$ cat config.mk
export PLATFORM = sky130hd
export DESIGN_NAME = http_header_field_tokenizer_core
export DESIGN_NICKNAME = d
export VERILOG_FILES = /design/src/hdl/htf_pkg.sv /design/src/hdl/http_header_field_tokenizer_core.sv
export SDC_FILE = /design/constraint.sdc
export NUM_CORES = 1
export LEC_CHECK = 0
export BUFFER_PORTS_ARGS = -buffer_cell sky130_fd_sc_hd__buf_2
export CORE_MARGIN = 2
export CORE_UTILIZATION = 58
export CTS_CLUSTER_DIAMETER = 40
export DETAILED_ROUTE_END_ITERATION = 10
export GPL_ROUTABILITY_DRIVEN = 0
export HOLD_SLACK_MARGIN = 0.02
export PLACE_DENSITY = 0.9
export SLEW_MARGIN = 20
export SYNTH_ARGS = -nofsm -noshare
export SYNTH_HDL_FRONTEND = slang
export SYNTH_SLANG_ARGS = --single-unit
$ cat constraint.sdc
create_clock -name clk_i -period 3.4 [get_ports clk_i]
set_input_delay 0.17 -clock clk_i [delete_from_list [all_inputs] [get_ports clk_i]]
set_output_delay 0.17 -clock clk_i [all_outputs]
set_load 0.02 [all_outputs]
$ cat src/hdl/htf_pkg.sv
// Package for the HTTP header field tokenizer: payload structs, parser phase
// codes, result kind codes and the delimiter characters.
// No dependencies.
package htf_pkg;

  // Field widths.
  localparam int unsigned ByteW  = 8;
  localparam int unsigned KindW  = 3;
  localparam int unsigned LimitW = 10;
  localparam int unsigned CountW = 11;
  localparam int unsigned PhaseW = 4;

  // Result kind codes.
  localparam logic [KindW-1:0] KIND_SKIP  = 3'd0;
  localparam logic [KindW-1:0] KIND_KEY   = 3'd1;
  localparam logic [KindW-1:0] KIND_VALUE = 3'd2;
  localparam logic [KindW-1:0] KIND_PAIR  = 3'd3;
  localparam logic [KindW-1:0] KIND_ENDCR = 3'd4;
  localparam logic [KindW-1:0] KIND_HDONE = 3'd5;
  localparam logic [KindW-1:0] KIND_ERROR = 3'd6;
  localparam logic [KindW-1:0] KIND_AFTER = 3'd7;

  // Parser phase codes.
  localparam logic [PhaseW-1:0] PH_START = 4'd0;
  localparam logic [PhaseW-1:0] PH_KEY   = 4'd1;
  localparam logic [PhaseW-1:0] PH_COLON = 4'd2;
  localparam logic [PhaseW-1:0] PH_SPACE = 4'd3;
  localparam logic [PhaseW-1:0] PH_VALUE = 4'd4;
  localparam logic [PhaseW-1:0] PH_CR    = 4'd5;
  localparam logic [PhaseW-1:0] PH_LF    = 4'd6;
  localparam logic [PhaseW-1:0] PH_ENDCR = 4'd7;
  localparam logic [PhaseW-1:0] PH_DONE  = 4'd8;
  localparam logic [PhaseW-1:0] PH_ERROR = 4'd9;

  // Delimiter characters.
  localparam logic [ByteW-1:0] CH_CR    = 8'h0D;
  localparam logic [ByteW-1:0] CH_LF    = 8'h0A;
  localparam logic [ByteW-1:0] CH_COLON = 8'h3A;
  localparam logic [ByteW-1:0] CH_SPACE = 8'h20;

  localparam logic [LimitW-1:0] VALUE_LIMIT_RESET = 10'd255;

  typedef struct packed {
    logic [ByteW-1:0] data_byte;
    logic             restart;
  } htf_in_t;

  typedef struct packed {
    logic [KindW-1:0]  kind;
    logic [ByteW-1:0]  echo_byte;
    logic [CountW-1:0] value_length;
  } htf_out_t;

endpackage

$ cat src/hdl/http_header_field_tokenizer_core.sv
// Results are registered in the output register, or in the skid register when stalled.
// Throughput: one byte per cycle; a stalled result is held in an output
// register and one more is caught in a skid register, so input stalls only
// when both are full. Reset (rst_ni low, asynchronous) puts the parser in the
// start phase, clears the value count, sets value_limit to 255 and empties
// the output and skid registers.
// Top level of the HTTP header field tokenizer; depends on htf_pkg.
module http_header_field_tokenizer_core (
  input  logic                          clk_i,
  input  logic                          rst_ni,
  input  logic                          cfg_we_i,
  input  logic [htf_pkg::LimitW-1:0]    cfg_data_i,
  input  logic                          in_valid_i,
  output logic                          in_stall_o,
  input  htf_pkg::htf_in_t              in_data_i,
  output logic                          out_valid_o,
  input  logic                          out_stall_i,
  output htf_pkg::htf_out_t             out_data_o
);
  import htf_pkg::*;

  // Config register; the user must write it only while idle (not enforced).
  logic [LimitW-1:0] value_limit_q;

  // Parser state carried from one byte to the next.
  logic [PhaseW-1:0] phase_q, phase_d;
  logic [CountW-1:0] count_q, count_d;

  // Output register and the skid register behind it.
  logic     out_valid_q, skid_valid_q;
  htf_out_t out_q, skid_q;
  htf_out_t result;

  logic in_xfer;
  logic out_free;

  // The input stalls only when the skid register holds a result, which can
  // happen only while the output register is also full and stalled.
  assign in_stall_o  = skid_valid_q;
  assign in_xfer     = in_valid_i && !skid_valid_q;
  assign out_free    = !out_valid_q || !out_stall_i;
  assign out_valid_o = out_valid_q;
  assign out_data_o  = out_q;

  // Next-state and result logic for one byte. A restart takes effect before
  // the byte is looked at, so the byte is parsed from the start phase.
  always_comb begin
    logic [PhaseW-1:0] cur_phase;
    logic [CountW-1:0] cur_count;
    logic [ByteW-1:0]  b;
    logic              is_eol;

    b         = in_data_i.data_byte;
    cur_phase = in_data_i.restart ? PH_START : phase_q;
    cur_count = in_data_i.restart ? '0 : count_q;
    is_eol    = (b == CH_CR) || (b == CH_LF);

    phase_d             = cur_phase;
    count_d             = cur_count;
    result.kind         = KIND_ERROR;
    result.echo_byte    = b;
    result.value_length = '0;

    case (cur_phase)
      PH_START: begin
        if (is_eol) begin
          result.kind = KIND_SKIP;
        end else begin
          result.kind = KIND_KEY;
          phase_d     = PH_KEY;
        end
      end
      PH_KEY: begin
        if (b == CH_COLON) begin
          result.kind = KIND_SKIP;
          phase_d     = PH_COLON;
        end else if (is_eol) begin
          phase_d = PH_ERROR;
        end else begin
          result.kind = KIND_KEY;
        end
      end
      PH_COLON: begin
        if (b == CH_SPACE) begin
          result.kind = KIND_SKIP;
          phase_d     = PH_SPACE;
        end else begin
          phase_d = PH_ERROR;
        end
      end
      PH_SPACE: begin
        // Whatever follows the space opens the value, a CR included.
        result.kind = KIND_VALUE;
        count_d     = CountW'(1);
        phase_d     = PH_VALUE;
      end
      PH_VALUE: begin
        if (b == CH_CR) begin
          result.kind = KIND_SKIP;
          phase_d     = PH_CR;
        end else if (cur_count > {1'b0, value_limit_q}) begin
          phase_d = PH_ERROR;
        end else begin
          result.kind = KIND_VALUE;
          count_d     = cur_count + CountW'(1);
        end
      end
      PH_CR: begin
        if (b == CH_LF) begin
          result.kind         = KIND_PAIR;
          result.value_length = cur_count;
          phase_d             = PH_LF;
        end else begin
          phase_d = PH_ERROR;
        end
      end
      PH_LF: begin
        if (b == CH_CR) begin
          result.kind = KIND_ENDCR;
          phase_d     = PH_ENDCR;
        end else begin
          result.kind = KIND_KEY;
          phase_d     = PH_KEY;
        end
      end
      PH_ENDCR: begin
        if (b == CH_LF) begin
          result.kind = KIND_HDONE;
          phase_d     = PH_DONE;
        end else begin
          phase_d = PH_ERROR;
        end
      end
      PH_DONE: begin
        result.kind = KIND_AFTER;
      end
      default: begin
        // The error phase and the unused codes stay in error.
        phase_d = PH_ERROR;
      end
    endcase
  end

  always_ff @(posedge clk_i or negedge rst_ni) begin
    if (!rst_ni) begin
      value_limit_q <= VALUE_LIMIT_RESET;
      phase_q       <= PH_START;
      count_q       <= '0;
      out_valid_q   <= 1'b0;
      skid_valid_q  <= 1'b0;
    end else begin
      if (cfg_we_i) begin
        value_limit_q <= cfg_data_i;
      end
      if (in_xfer) begin
        phase_q <= phase_d;
        count_q <= count_d;
      end
      if (out_free) begin
        // The skid register drains first; a new byte is never taken while
        // the skid register is full.
        out_valid_q  <= skid_valid_q || in_xfer;
        skid_valid_q <= 1'b0;
      end else if (in_xfer) begin
        skid_valid_q <= 1'b1;
      end
    end
  end

  // Payload registers need no reset.
  always_ff @(posedge clk_i) begin
    if (out_free) begin
      if (skid_valid_q) begin
        out_q <= skid_q;
      end else if (in_xfer) begin
        out_q <= result;
      end
    end else if (in_xfer) begin
      skid_q <= result;
    end
  end

endmodule

## After elaboration in Yosys (flattened, before gate mapping)

Index checks and enable logic that the tools add are counted.

- Word-level logic and storage cells: 69
- Output and inout bits: 24
- Flip-flop bits (word level): 71
- Input port bits: 24

- Magnitude comparators: 1
- Eq/ne operators: 12
- $add $sub $neg: 1
- Reduce and logical (&&, ||, !) cells: 12
- Multiplexer cells: 31
- Bitwise logic cells: 1

Operator list:

| kind | number |
|---|---|
| $mux 11 | 5 |
| $mux 22 | 2 |
| $pmux 4 s9 | 1 |
| $mux 4 | 8 |
| $pmux 3 s9 | 1 |
| $mux 3 | 8 |
| $pmux 11 s2 | 1 |
| $eq 4x3->1 const B | 4 |
| $eq 8x4->1 const B | 2 |
| $eq 8x6->1 const B | 2 |
| $add 11x1->11 const B | 1 |
| $gt 11x10->1 | 1 |
| $eq 4x2->1 const B | 2 |
| $eq 4x1->1 const B | 1 |
| $eq 4x4->1 const B | 1 |
| $logic_not 4->1 | 1 |
| $mux 1 | 4 |
| $reduce_and 2->1 | 2 |
| $reduce_bool 2->1 | 2 |
| $logic_not 1->1 | 3 |
| $logic_or 1x1->1 | 3 |
| $mux 2 | 1 |
| $logic_and 1x1->1 | 1 |
| $not 1->1 | 1 |

## Depth between registers and ports, before layout

Gate-level depths: netlist of run 1.

- Depth after elaboration: 7
- Mapped depth: 12
- Depth with buffers taken out: 10

## Worst setup path before layout of run 1

Ideal clock, no wire load.

- Path type: register -> register
- Start: register skid_valid_q (netlist: in_stall_o)
- End: register out_q (netlist bit out_data_o[0]), enable pin
- Buffers on the path: 2
- Library setup time: 0.408 ns
- Clock period less this slack: 2.730 ns
- Path slack: 0.670 ns
- Data required time: 2.992 ns
- Cell stages (with the launch flop): 5
- Data arrival time: 2.322 ns
- Path through: dfrtp_1 -> clkbuf_1 -> clkbuf_1 -> nor2_1 -> a21oi_1

- Longest elaborated chain between the ends: 4

Ends and longest elaborated chain:

| element | line | RTL |
|---|---|---|
| from (decl) | http_header_field_tokenizer_core.sv:30 | `logic out_valid_q, skid_valid_q;` |
| from (signal assigned) | http_header_field_tokenizer_core.sv:150 | `skid_valid_q <= 1'b0;` |
| from (signal assigned) | http_header_field_tokenizer_core.sv:163 | `skid_valid_q <= 1'b0;` |
| from (signal assigned) | http_header_field_tokenizer_core.sv:165 | `skid_valid_q <= 1'b1;` |
| $logic_not 1->1 | http_header_field_tokenizer_core.sv:40 | `assign in_xfer = in_valid_i && !skid_valid_q;` |
| $logic_and 1x1->1 | http_header_field_tokenizer_core.sv:40 |  |
| $reduce_bool 2->1 (no source line) (*) | -- |  |
| $reduce_and 2->1 (no source line) (*) | -- |  |
| to (signal assigned) | http_header_field_tokenizer_core.sv:174 | `out_q <= skid_q;` |
| to (signal assigned) | http_header_field_tokenizer_core.sv:176 | `out_q <= result;` |
| to (decl) | http_header_field_tokenizer_core.sv:31 | `htf_out_t out_q, skid_q;` |

Mark *: on every way between the ends. The rest lies on a longest branch, timed or not.
A chain may end at the register's enable or synchronous reset.

## Worst setup path after layout of run 1

- Start: register count_q[7]
- End: register count_q[0]

- Longest elaborated chain between the ends: 5

Ends and longest elaborated chain:

| element | line | RTL |
|---|---|---|
| from (decl) | http_header_field_tokenizer_core.sv:27 | `logic [CountW-1:0] count_q, count_d;` |
| from (signal assigned) | http_header_field_tokenizer_core.sv:157 | `count_q <= count_d;` |
| $mux 11 | http_header_field_tokenizer_core.sv:55 | `cur_count = in_data_i.restart ? '0 : count_q;` |
| $gt 11x10->1 | http_header_field_tokenizer_core.sv:101 | `end else if (cur_count > {1'b0, value_limit_q}) begin` |
| $mux 11 | http_header_field_tokenizer_core.sv:101 |  |
| $mux 11 | http_header_field_tokenizer_core.sv:98 | `if (b == CH_CR) begin` |
| $pmux 11 s2 | http_header_field_tokenizer_core.sv:64 | `case (cur_phase)` |

Every way passes these cells.

==> results.sh, run 1 <==
export IMPL_run_status="completed"
export IMPL_peak_vdd_ir_uv=279.8
export IMPL_data_arrival_time_of_the_critical_path_ns=3.04
export IMPL_required_ns=3.65
export IMPL_timing_critical_path_fanout_max=8
export IMPL_worst_r2r_startpoint="count_q[7]"
export IMPL_synthDistinctLibCells=66
export IMPL_die_height_microns=84.88
export IMPL_filler_cell_count=473
export IMPL_setup_ws_ns=0.6069
export IMPL_cts_max_path_buffers=2
export IMPL_clockRootBuffer="sky130_fd_sc_hd__clkbuf_8"
export IMPL_setup_violations=0
export IMPL_critical_path_reg2reg_endpoint="count_q[0]"
export IMPL_syn_avg_cell_area_sq_um=11.16
export IMPL_critical_path_startpoint_type="flip-flop"
export IMPL_multi_input_logic_area_sq_um=1629
export IMPL_dieWidth_microns=84.88
export IMPL_cts_repair_resized=0
export IMPL_share_of_cells_above_drive_strength_1_pct=26.52
export IMPL_totalNegativeSetupSlack_ns=0
export IMPL_number_of_synthesized_flops_with_an_enable_pin=44
export IMPL_power_density_nw_per_um2=453.8
export IMPL_cap_violations=0
export IMPL_via_count=2916
export IMPL_grt_first_pass_wirelength_microns=13080
export IMPL_critical_path_slowest_cell="sky130_fd_sc_hd__nor2b_1"
export IMPL_layout_commonest_cell="sky130_fd_sc_hd__buf_2"
export IMPL_numClockSinks=71
export IMPL_worst_hold_check_path_type="in -> reg"
export IMPL_detail_route_drc_violations=0
export IMPL_synth_top_area_share_pct=34.83
export IMPL_worst_setup_hold_path_clk_slew_ns=0.08
export IMPL_count_of_port_buffers_added_during_placement=47
export IMPL_synth_simple_gate_area_share_pct=19.20
export IMPL_antennaDiodeCount=0
export IMPL_grt_pass1_vias=2884
export IMPL_cts_max_level=3
export IMPL_final_hold_violation_count=0
export IMPL_drt_pass1_iterations=5
export IMPL_synth_top_cell_by_area="sky130_fd_sc_hd__edfxtp_1"
export IMPL_floorplan_rows=29
export IMPL_synthesis_yosys_warnings=0
export IMPL_grt_start_max_net_pins=28
export IMPL_final_max_slew_viol_count=0
export IMPL_synth_compound_area_share_pct=12.57
export IMPL_finished_cell_area_sq_um=4272
export IMPL_share_of_cell_area_taken_by_muxes_after_synthesis_pct=7.883
export IMPL_flow_area_growth_from_synthesis_pct=12.60
export IMPL_final_antenna_net_count=0
export IMPL_detail_route_wl_per_cell_microns=16.80
export IMPL_period_needed_ns=2.793
export IMPL_max_slew_worst_pin_slew_ns=0.7357
export IMPL_cell_area_after_placement_sq_um=4066
export IMPL_grt_setup_unrepaired="false"
export IMPL_dominant_synthesized_flop_cell="sky130_fd_sc_hd__edfxtp_1"
export IMPL_drtIter0Drc=317
export IMPL_globalRouteTotalUtil_pct=22.98
export IMPL_path_cells="nor2b_1, ha_1, nand3_1, or2_2, a2111o_1, o211a_1, o311a_1, o22a_1"
export IMPL_p_total_w=0.001938
export IMPL_syn_inst=340
export IMPL_tritoncts="built"
export IMPL_start_util_pct=59.74
export IMPL_p_leak_nw=1.727
export IMPL_clk_insertion_delay_late_ns=0.35
export IMPL_critical_path_startpoint="count_q[7]"
export IMPL_finClkSkew_ns=0.01070
export IMPL_nets=424
export IMPL_seq_area_sq_um=2007
export IMPL_wl_microns=7946
export IMPL_design_core_area_sq_um=6350
export IMPL_syn_cell_area_sq_um=3794
export IMPL_critical_path_endpoint="count_q[0]"
export IMPL_post_synthesis_net_count=373
export IMPL_routed_via_density=6.165
export IMPL_leading_cell_types_by_total_area_after_synthesis="sky130_fd_sc_hd__edfxtp_1 35%, sky130_fd_sc_hd__dfrtp_1 13%, sky130_fd_sc_hd__mux2_2 5.6%"
export IMPL_detailed_place_hpwl_microns=5571
export IMPL_design_portCount=48
export IMPL_crit_path_end_kind="flip-flop"
export IMPL_synth_xor_xnor_area_share_pct=0.2309
export IMPL_r2r_cells=8
export IMPL_synthAdderAreaFrac_pct=2.968
export IMPL_seq_total_area_yosys_pct=52.90
export IMPL_post_place_ws_ns=0.4455
export IMPL_numCtsBuffers=9
export IMPL_crit_path_max_incr_delay_ns=0.44
export IMPL_path_class="reg -> reg"
export IMPL_main_combinational_cell_family_by_area_after_synthesis="simple AND/OR/NAND/NOR gates"
export IMPL_grt_antenna_before_repair=0
export IMPL_fmax_mhz=358.0
export IMPL_max_slew_margin_rel_pct=50.66
export IMPL_grt_overflow_total=0
export IMPL_ff2ff_setup_slack_ns=0.61
export IMPL_crit_share_post_route_pct=82.15
export IMPL_layout_cells_most_common_list="47 x sky130_fd_sc_hd__buf_2, 44 x sky130_fd_sc_hd__edfxtp_1, 41 x sky130_fd_sc_hd__nand2_1, 20 x sky130_fd_sc_hd__nor2_1"
export IMPL_die_area_sq_um=7204
export IMPL_synth_async_reset_ratio_pct=38.03
export IMPL_post_cts_repair_setup_buffers=0
export IMPL_postSynthRegisterBits=71
-- layout make-up --
type	count	share of cell area [%]
Multi-Input combinational cell	240	38.14
Clock buffer	11	3.310
Timing Repair Buffer	54	7.206
Sequential cell	71	46.98
Inverter	15	1.318
Tap cell	77	2.255
Clock inverter	5	0.7909
-- worst max-delay path, delay by kind of cell (launching register included) --
kind                     cells  cell delay (ns)
adder cells (fa/ha/maj)      1             0.20
AND/OR/NAND/NOR              3             0.89
flip-flops                   1             0.38
AO/OA/AOI/OAI                4             1.22
-- Yosys cell counts (3+ instances only) --
master / n
sky130_fd_sc_hd__mux2i_1: 7
sky130_fd_sc_hd__ha_1: 9
sky130_fd_sc_hd__o21ai_0: 15
sky130_fd_sc_hd__nor2_1: 20
sky130_fd_sc_hd__o211ai_1: 5
sky130_fd_sc_hd__o31ai_1: 4
sky130_fd_sc_hd__and3_1: 3
sky130_fd_sc_hd__nor2b_1: 12
sky130_fd_sc_hd__dfrtp_1: 19
sky130_fd_sc_hd__and2_1: 8
sky130_fd_sc_hd__a21oi_1: 8
sky130_fd_sc_hd__nand3_1: 10
sky130_fd_sc_hd__a31oi_1: 7
sky130_fd_sc_hd__nor3_1: 6
sky130_fd_sc_hd__dfstp_2: 8
sky130_fd_sc_hd__mux2_2: 19
sky130_fd_sc_hd__nand2_1: 41
sky130_fd_sc_hd__nand2b_1: 11
sky130_fd_sc_hd__o2111ai_1: 4
sky130_fd_sc_hd__clkbuf_1: 7
sky130_fd_sc_hd__o21a_1: 3
sky130_fd_sc_hd__inv_1: 15
sky130_fd_sc_hd__edfxtp_1: 44
-- logic make-up after synthesis --
group / count (synthesis)
xor gates and xnor gates: 1
buffers and inverters: 29
adders and majority gates: 9
and+or+nand+nor: 134
AOI/OAI and AO/OA: 69
muxes: 27
DFF: 71
-- where the power goes --
| group | total [W] | internal, W | switching, W |
|---|---|---|---|
| Combinational | 0.000287 | 0.000118 | 0.000168 |
| Sequential | 0.00104 | 0.000995 | 0.0000496 |
| Clock | 0.000607 | 0.000283 | 0.000324 |
| Total | 0.00194 | 0.00140 | 0.000542 |
-- worst min path at each step --
stage | from | endpoint | slack [ns] | depth (start not counted)
after floorplan | rst_ni | count_q[0] | -0.13 | 0
after global placement | rst_ni | count_q[3] | 0.21 | 1
after detailed placement | rst_ni | count_q[3] | 0.22 | 1
after CTS | cfg_data_i[3] | value_limit_q[3] | 0.02 | 3
after global routing | in_data_i[6] | skid_q[16] | 0.04 | 1
final | cfg_data_i[2] | value_limit_q[2] | 0.03 | 3
-- registers in the layout (all words and copies together) (netlist names) --
register,count
out_data_o,22
skid_q,22
count_q,11
value_limit_q,10
phase_q,4
in_stall_o,1
out_valid_o,1
-- per-layer routing --
layer  wire, microns  GRT usage (%)
met1            3298          27.62
met2            3976          39.44
met3             437          4.669
met4             232          11.40
met5               0              0
-- what timing repair did --
action | in CTS | in global routing
setup endpoints to repair | 0 | 0
hold endpoints to repair | 21 | 0
hold buffers | 3 | 0
-- metrics by stage --
step / utilization [%] / hold WS, ns / instances
finish: 67.27 / 0.02860 / 473
global route: 67.27 / 0.04192 / 473
CTS: 67.27 / 0.02133 / 473
detailed placement: 64.04 / 0.2155 / 454
global placement: 64.04 / 0.2066 / 454
floorplan: - / -0.1256 / 340
No activity file was read; power rests on OpenSTA's default activity.
==> inputs of run 2 (changes only) <==
==> constraint.sdc (replaced) <==
create_clock -name clk_i -period 2.75 [get_ports clk_i]
set_input_delay 0.1375 -clock clk_i [delete_from_list [all_inputs] [get_ports clk_i]]
set_output_delay 0.1375 -clock clk_i [all_outputs]
set_load 0.02 [all_outputs]
==> results.sh, run 2 (synthesis gave the netlist of run 1 again) <==
export IMPL_peak_vdd_ir_uv=469.2
export IMPL_die_height_microns=84.88
export IMPL_globalRouteMet1Util_pct=29.65
export IMPL_wl_microns=8152
export IMPL_max_slew_margin_rel_pct=58.59
export IMPL_globalRouteTotalUtil_pct=24.58
export IMPL_worst_setup_hold_path_clk_slew_ns=0.07
export IMPL_final_antenna_net_count=0
export IMPL_die_area_sq_um=7204
export IMPL_cts_max_path_buffers=2
export IMPL_totalNegativeSetupSlack_ns=0
export IMPL_post_cts_repair_setup_buffers=0
export IMPL_data_arrival_time_of_the_critical_path_ns=2.82
export IMPL_count_of_port_buffers_added_during_placement=47
export IMPL_cell_area_after_placement_sq_um=4119
export IMPL_drtIter0Drc=233
export IMPL_design_core_area_sq_um=6350
export IMPL_grt_overflow_total=0
export IMPL_fin_cells=493
export IMPL_routed_via_density=5.943
export IMPL_share_of_cells_above_drive_strength_1_pct=27.88
export IMPL_seq_area_sq_um=2007
export IMPL_power_density_nw_per_um2=572.1
export IMPL_grt_antenna_before_repair=0
export IMPL_filler_cell_count=440
export IMPL_clk_insertion_delay_late_ns=0.35
export IMPL_grt_use_met2_pct=42.16
export IMPL_cap_violations=0
export IMPL_layout_cells_most_common_list="47 x sky130_fd_sc_hd__buf_2, 44 x sky130_fd_sc_hd__edfxtp_1, 41 x sky130_fd_sc_hd__nand2_1, 20 x sky130_fd_sc_hd__nor2_1"
export IMPL_grt_pass1_vias=2897
export IMPL_run_status="completed"
export IMPL_hold_path_startpoint="in_data_i[3]"
export IMPL_timing_critical_path_fanout_max=5
export IMPL_max_slew_worst_pin_slew_ns=0.6161
export IMPL_hold_path_end="skid_q[13]"
export IMPL_layout_commonest_cell="sky130_fd_sc_hd__buf_2"
export IMPL_design_portCount=48
export IMPL_finClkSkew_ns=0.005353
export IMPL_floorplan_rows=29
export IMPL_nets=444
export IMPL_required_ns=2.84
export IMPL_critical_path_startpoint_type="flip-flop"
export IMPL_routing_layer_with_the_top_usage_in_global_route="met2"
export IMPL_r2r_cells=7
export IMPL_placedCellCount=461
export IMPL_detail_route_wl_per_cell_microns=16.54
export IMPL_setup_violations=0
export IMPL_numClockSinks=71
export IMPL_drt_pass1_iterations=5
export IMPL_flow_area_growth_from_synthesis_pct=19.03
export IMPL_worst_hold_path_num_cells=1
export IMPL_final_hold_violation_count=0
export IMPL_final_max_slew_viol_count=0
export IMPL_fmax_mhz=366.8
export IMPL_p_leak_nw=1.840
export IMPL_dieWidth_microns=84.88
export IMPL_crit_share_post_route_pct=99.14
export IMPL_p_total_w=0.002583
export IMPL_grt_start_max_net_pins=28
export IMPL_tritoncts="built"
export IMPL_finished_cell_area_sq_um=4516
export IMPL_ff2ff_setup_slack_ns=0.02
export IMPL_multi_input_logic_area_sq_um=1652
export IMPL_groute_layer_met3_usage_pct=6.809
export IMPL_grt_first_pass_wirelength_microns=13740
export IMPL_via_count=2930
export IMPL_detail_route_drc_violations=0
export IMPL_critical_path_reg2reg_endpoint="out_data_o[21]"
export IMPL_cts_max_level=3
export IMPL_numCtsBuffers=9
export IMPL_crit_path_end_kind="flip-flop"
export IMPL_start_util_pct=59.74
export IMPL_period_needed_ns=2.726
export IMPL_clockRootBuffer="sky130_fd_sc_hd__clkbuf_8"
export IMPL_path_class="reg -> reg"
export IMPL_worst_r2r_startpoint="count_q[5]"
export IMPL_worst_hold_check_path_type="in -> reg"
export IMPL_detailed_place_hpwl_microns=5679
export IMPL_antennaDiodeCount=0
==> run 2: cell types whose count changed in the layout (fill, tap and decap cells not counted), sizes merged <==
| cell | delta |
|---|---|
| dlygate4sd3 | +13 |
| buf | +7 |
| bufinv | +2 |
| clkbuf | +1 |
| clkinvlp | -2 |
| clkinv | -1 |
==> run 2: worst max-delay path, stage by stage (launching register included) <==
cell                       delay [ns]
sky130_fd_sc_hd__dfrtp_1         0.35
sky130_fd_sc_hd__nor2b_1         0.35
sky130_fd_sc_hd__ha_1            0.33
sky130_fd_sc_hd__or2_2           0.33
sky130_fd_sc_hd__a31oi_1         0.43
sky130_fd_sc_hd__o211ai_1        0.26
sky130_fd_sc_hd__a211oi_2        0.29
sky130_fd_sc_hd__a31oi_1         0.13
==> run 2: metal layers <==
layer | up-vias | part of all wire [%] | routed length, microns
li1 | 1405 | - | -
met1 | 1358 | 39 | 3148
met2 | 139 | 52 | 4208
met3 | 28 | 7.2 | 588
met4 | 0 | 2.5 | 206
met5 | - | 0 | 0
==> run 2: report_power, final <==
group	total, W	switching (W)	internal [W]
Combinational	0.000395	0.000227	0.000168
Sequential	0.00128	0.0000503	0.00123
Clock	0.000906	0.000375	0.000532
Total	0.00258	0.000652	0.00193
==> run 2: how the worst max path moves through the flow <==
stage | start | depth (start not counted) | end | slack (ns)
after CTS | count_q[8] | 8 | out_data_o[21] | 0.06
after global placement | in_data_i[0] | 11 | count_q[0] | 0.19
after detailed placement | in_data_i[0] | 11 | count_q[0] | 0.07
after floorplan | in_stall_o | 4 | out_data_o[0] | 0.02
after global routing | count_q[9] | 10 | count_q[5] | -0.02
final | count_q[5] | 7 | out_data_o[21] | 0.02
==> run 2: stage by stage <==
| step | setup WS, ns | hold WS, ns | utilization, % |
|---|---|---|---|
| after floorplan | 0.01988 | -0.1581 | - |
| after global placement | 0.1877 | 0.1776 | 64.87 |
| after detailed placement | 0.06578 | 0.1919 | 64.87 |
| after CTS | 0.05605 | 0.02062 | 70.76 |
| after global routing | -0.02126 | 0.02092 | 71.11 |
| final | 0.02367 | 0.02552 | 71.11 |
==> run 2: timing repair <==
item                       4_1_cts  5_1_grt
hold endpoints to repair        34        0
hold buffers                    16        0
resized for setup                0        7
setup endpoints to repair        0       13
==> run 2: final cells by class <==
cell class / count / area share, %
clock inverters: 4 / 1.524
flip-flops and latches: 71 / 44.44
multi-input cells: 240 / 36.58
well taps: 77 / 2.134
repair buffers: 74 / 10.86
inverters: 15 / 1.247
clock buffers: 12 / 3.214
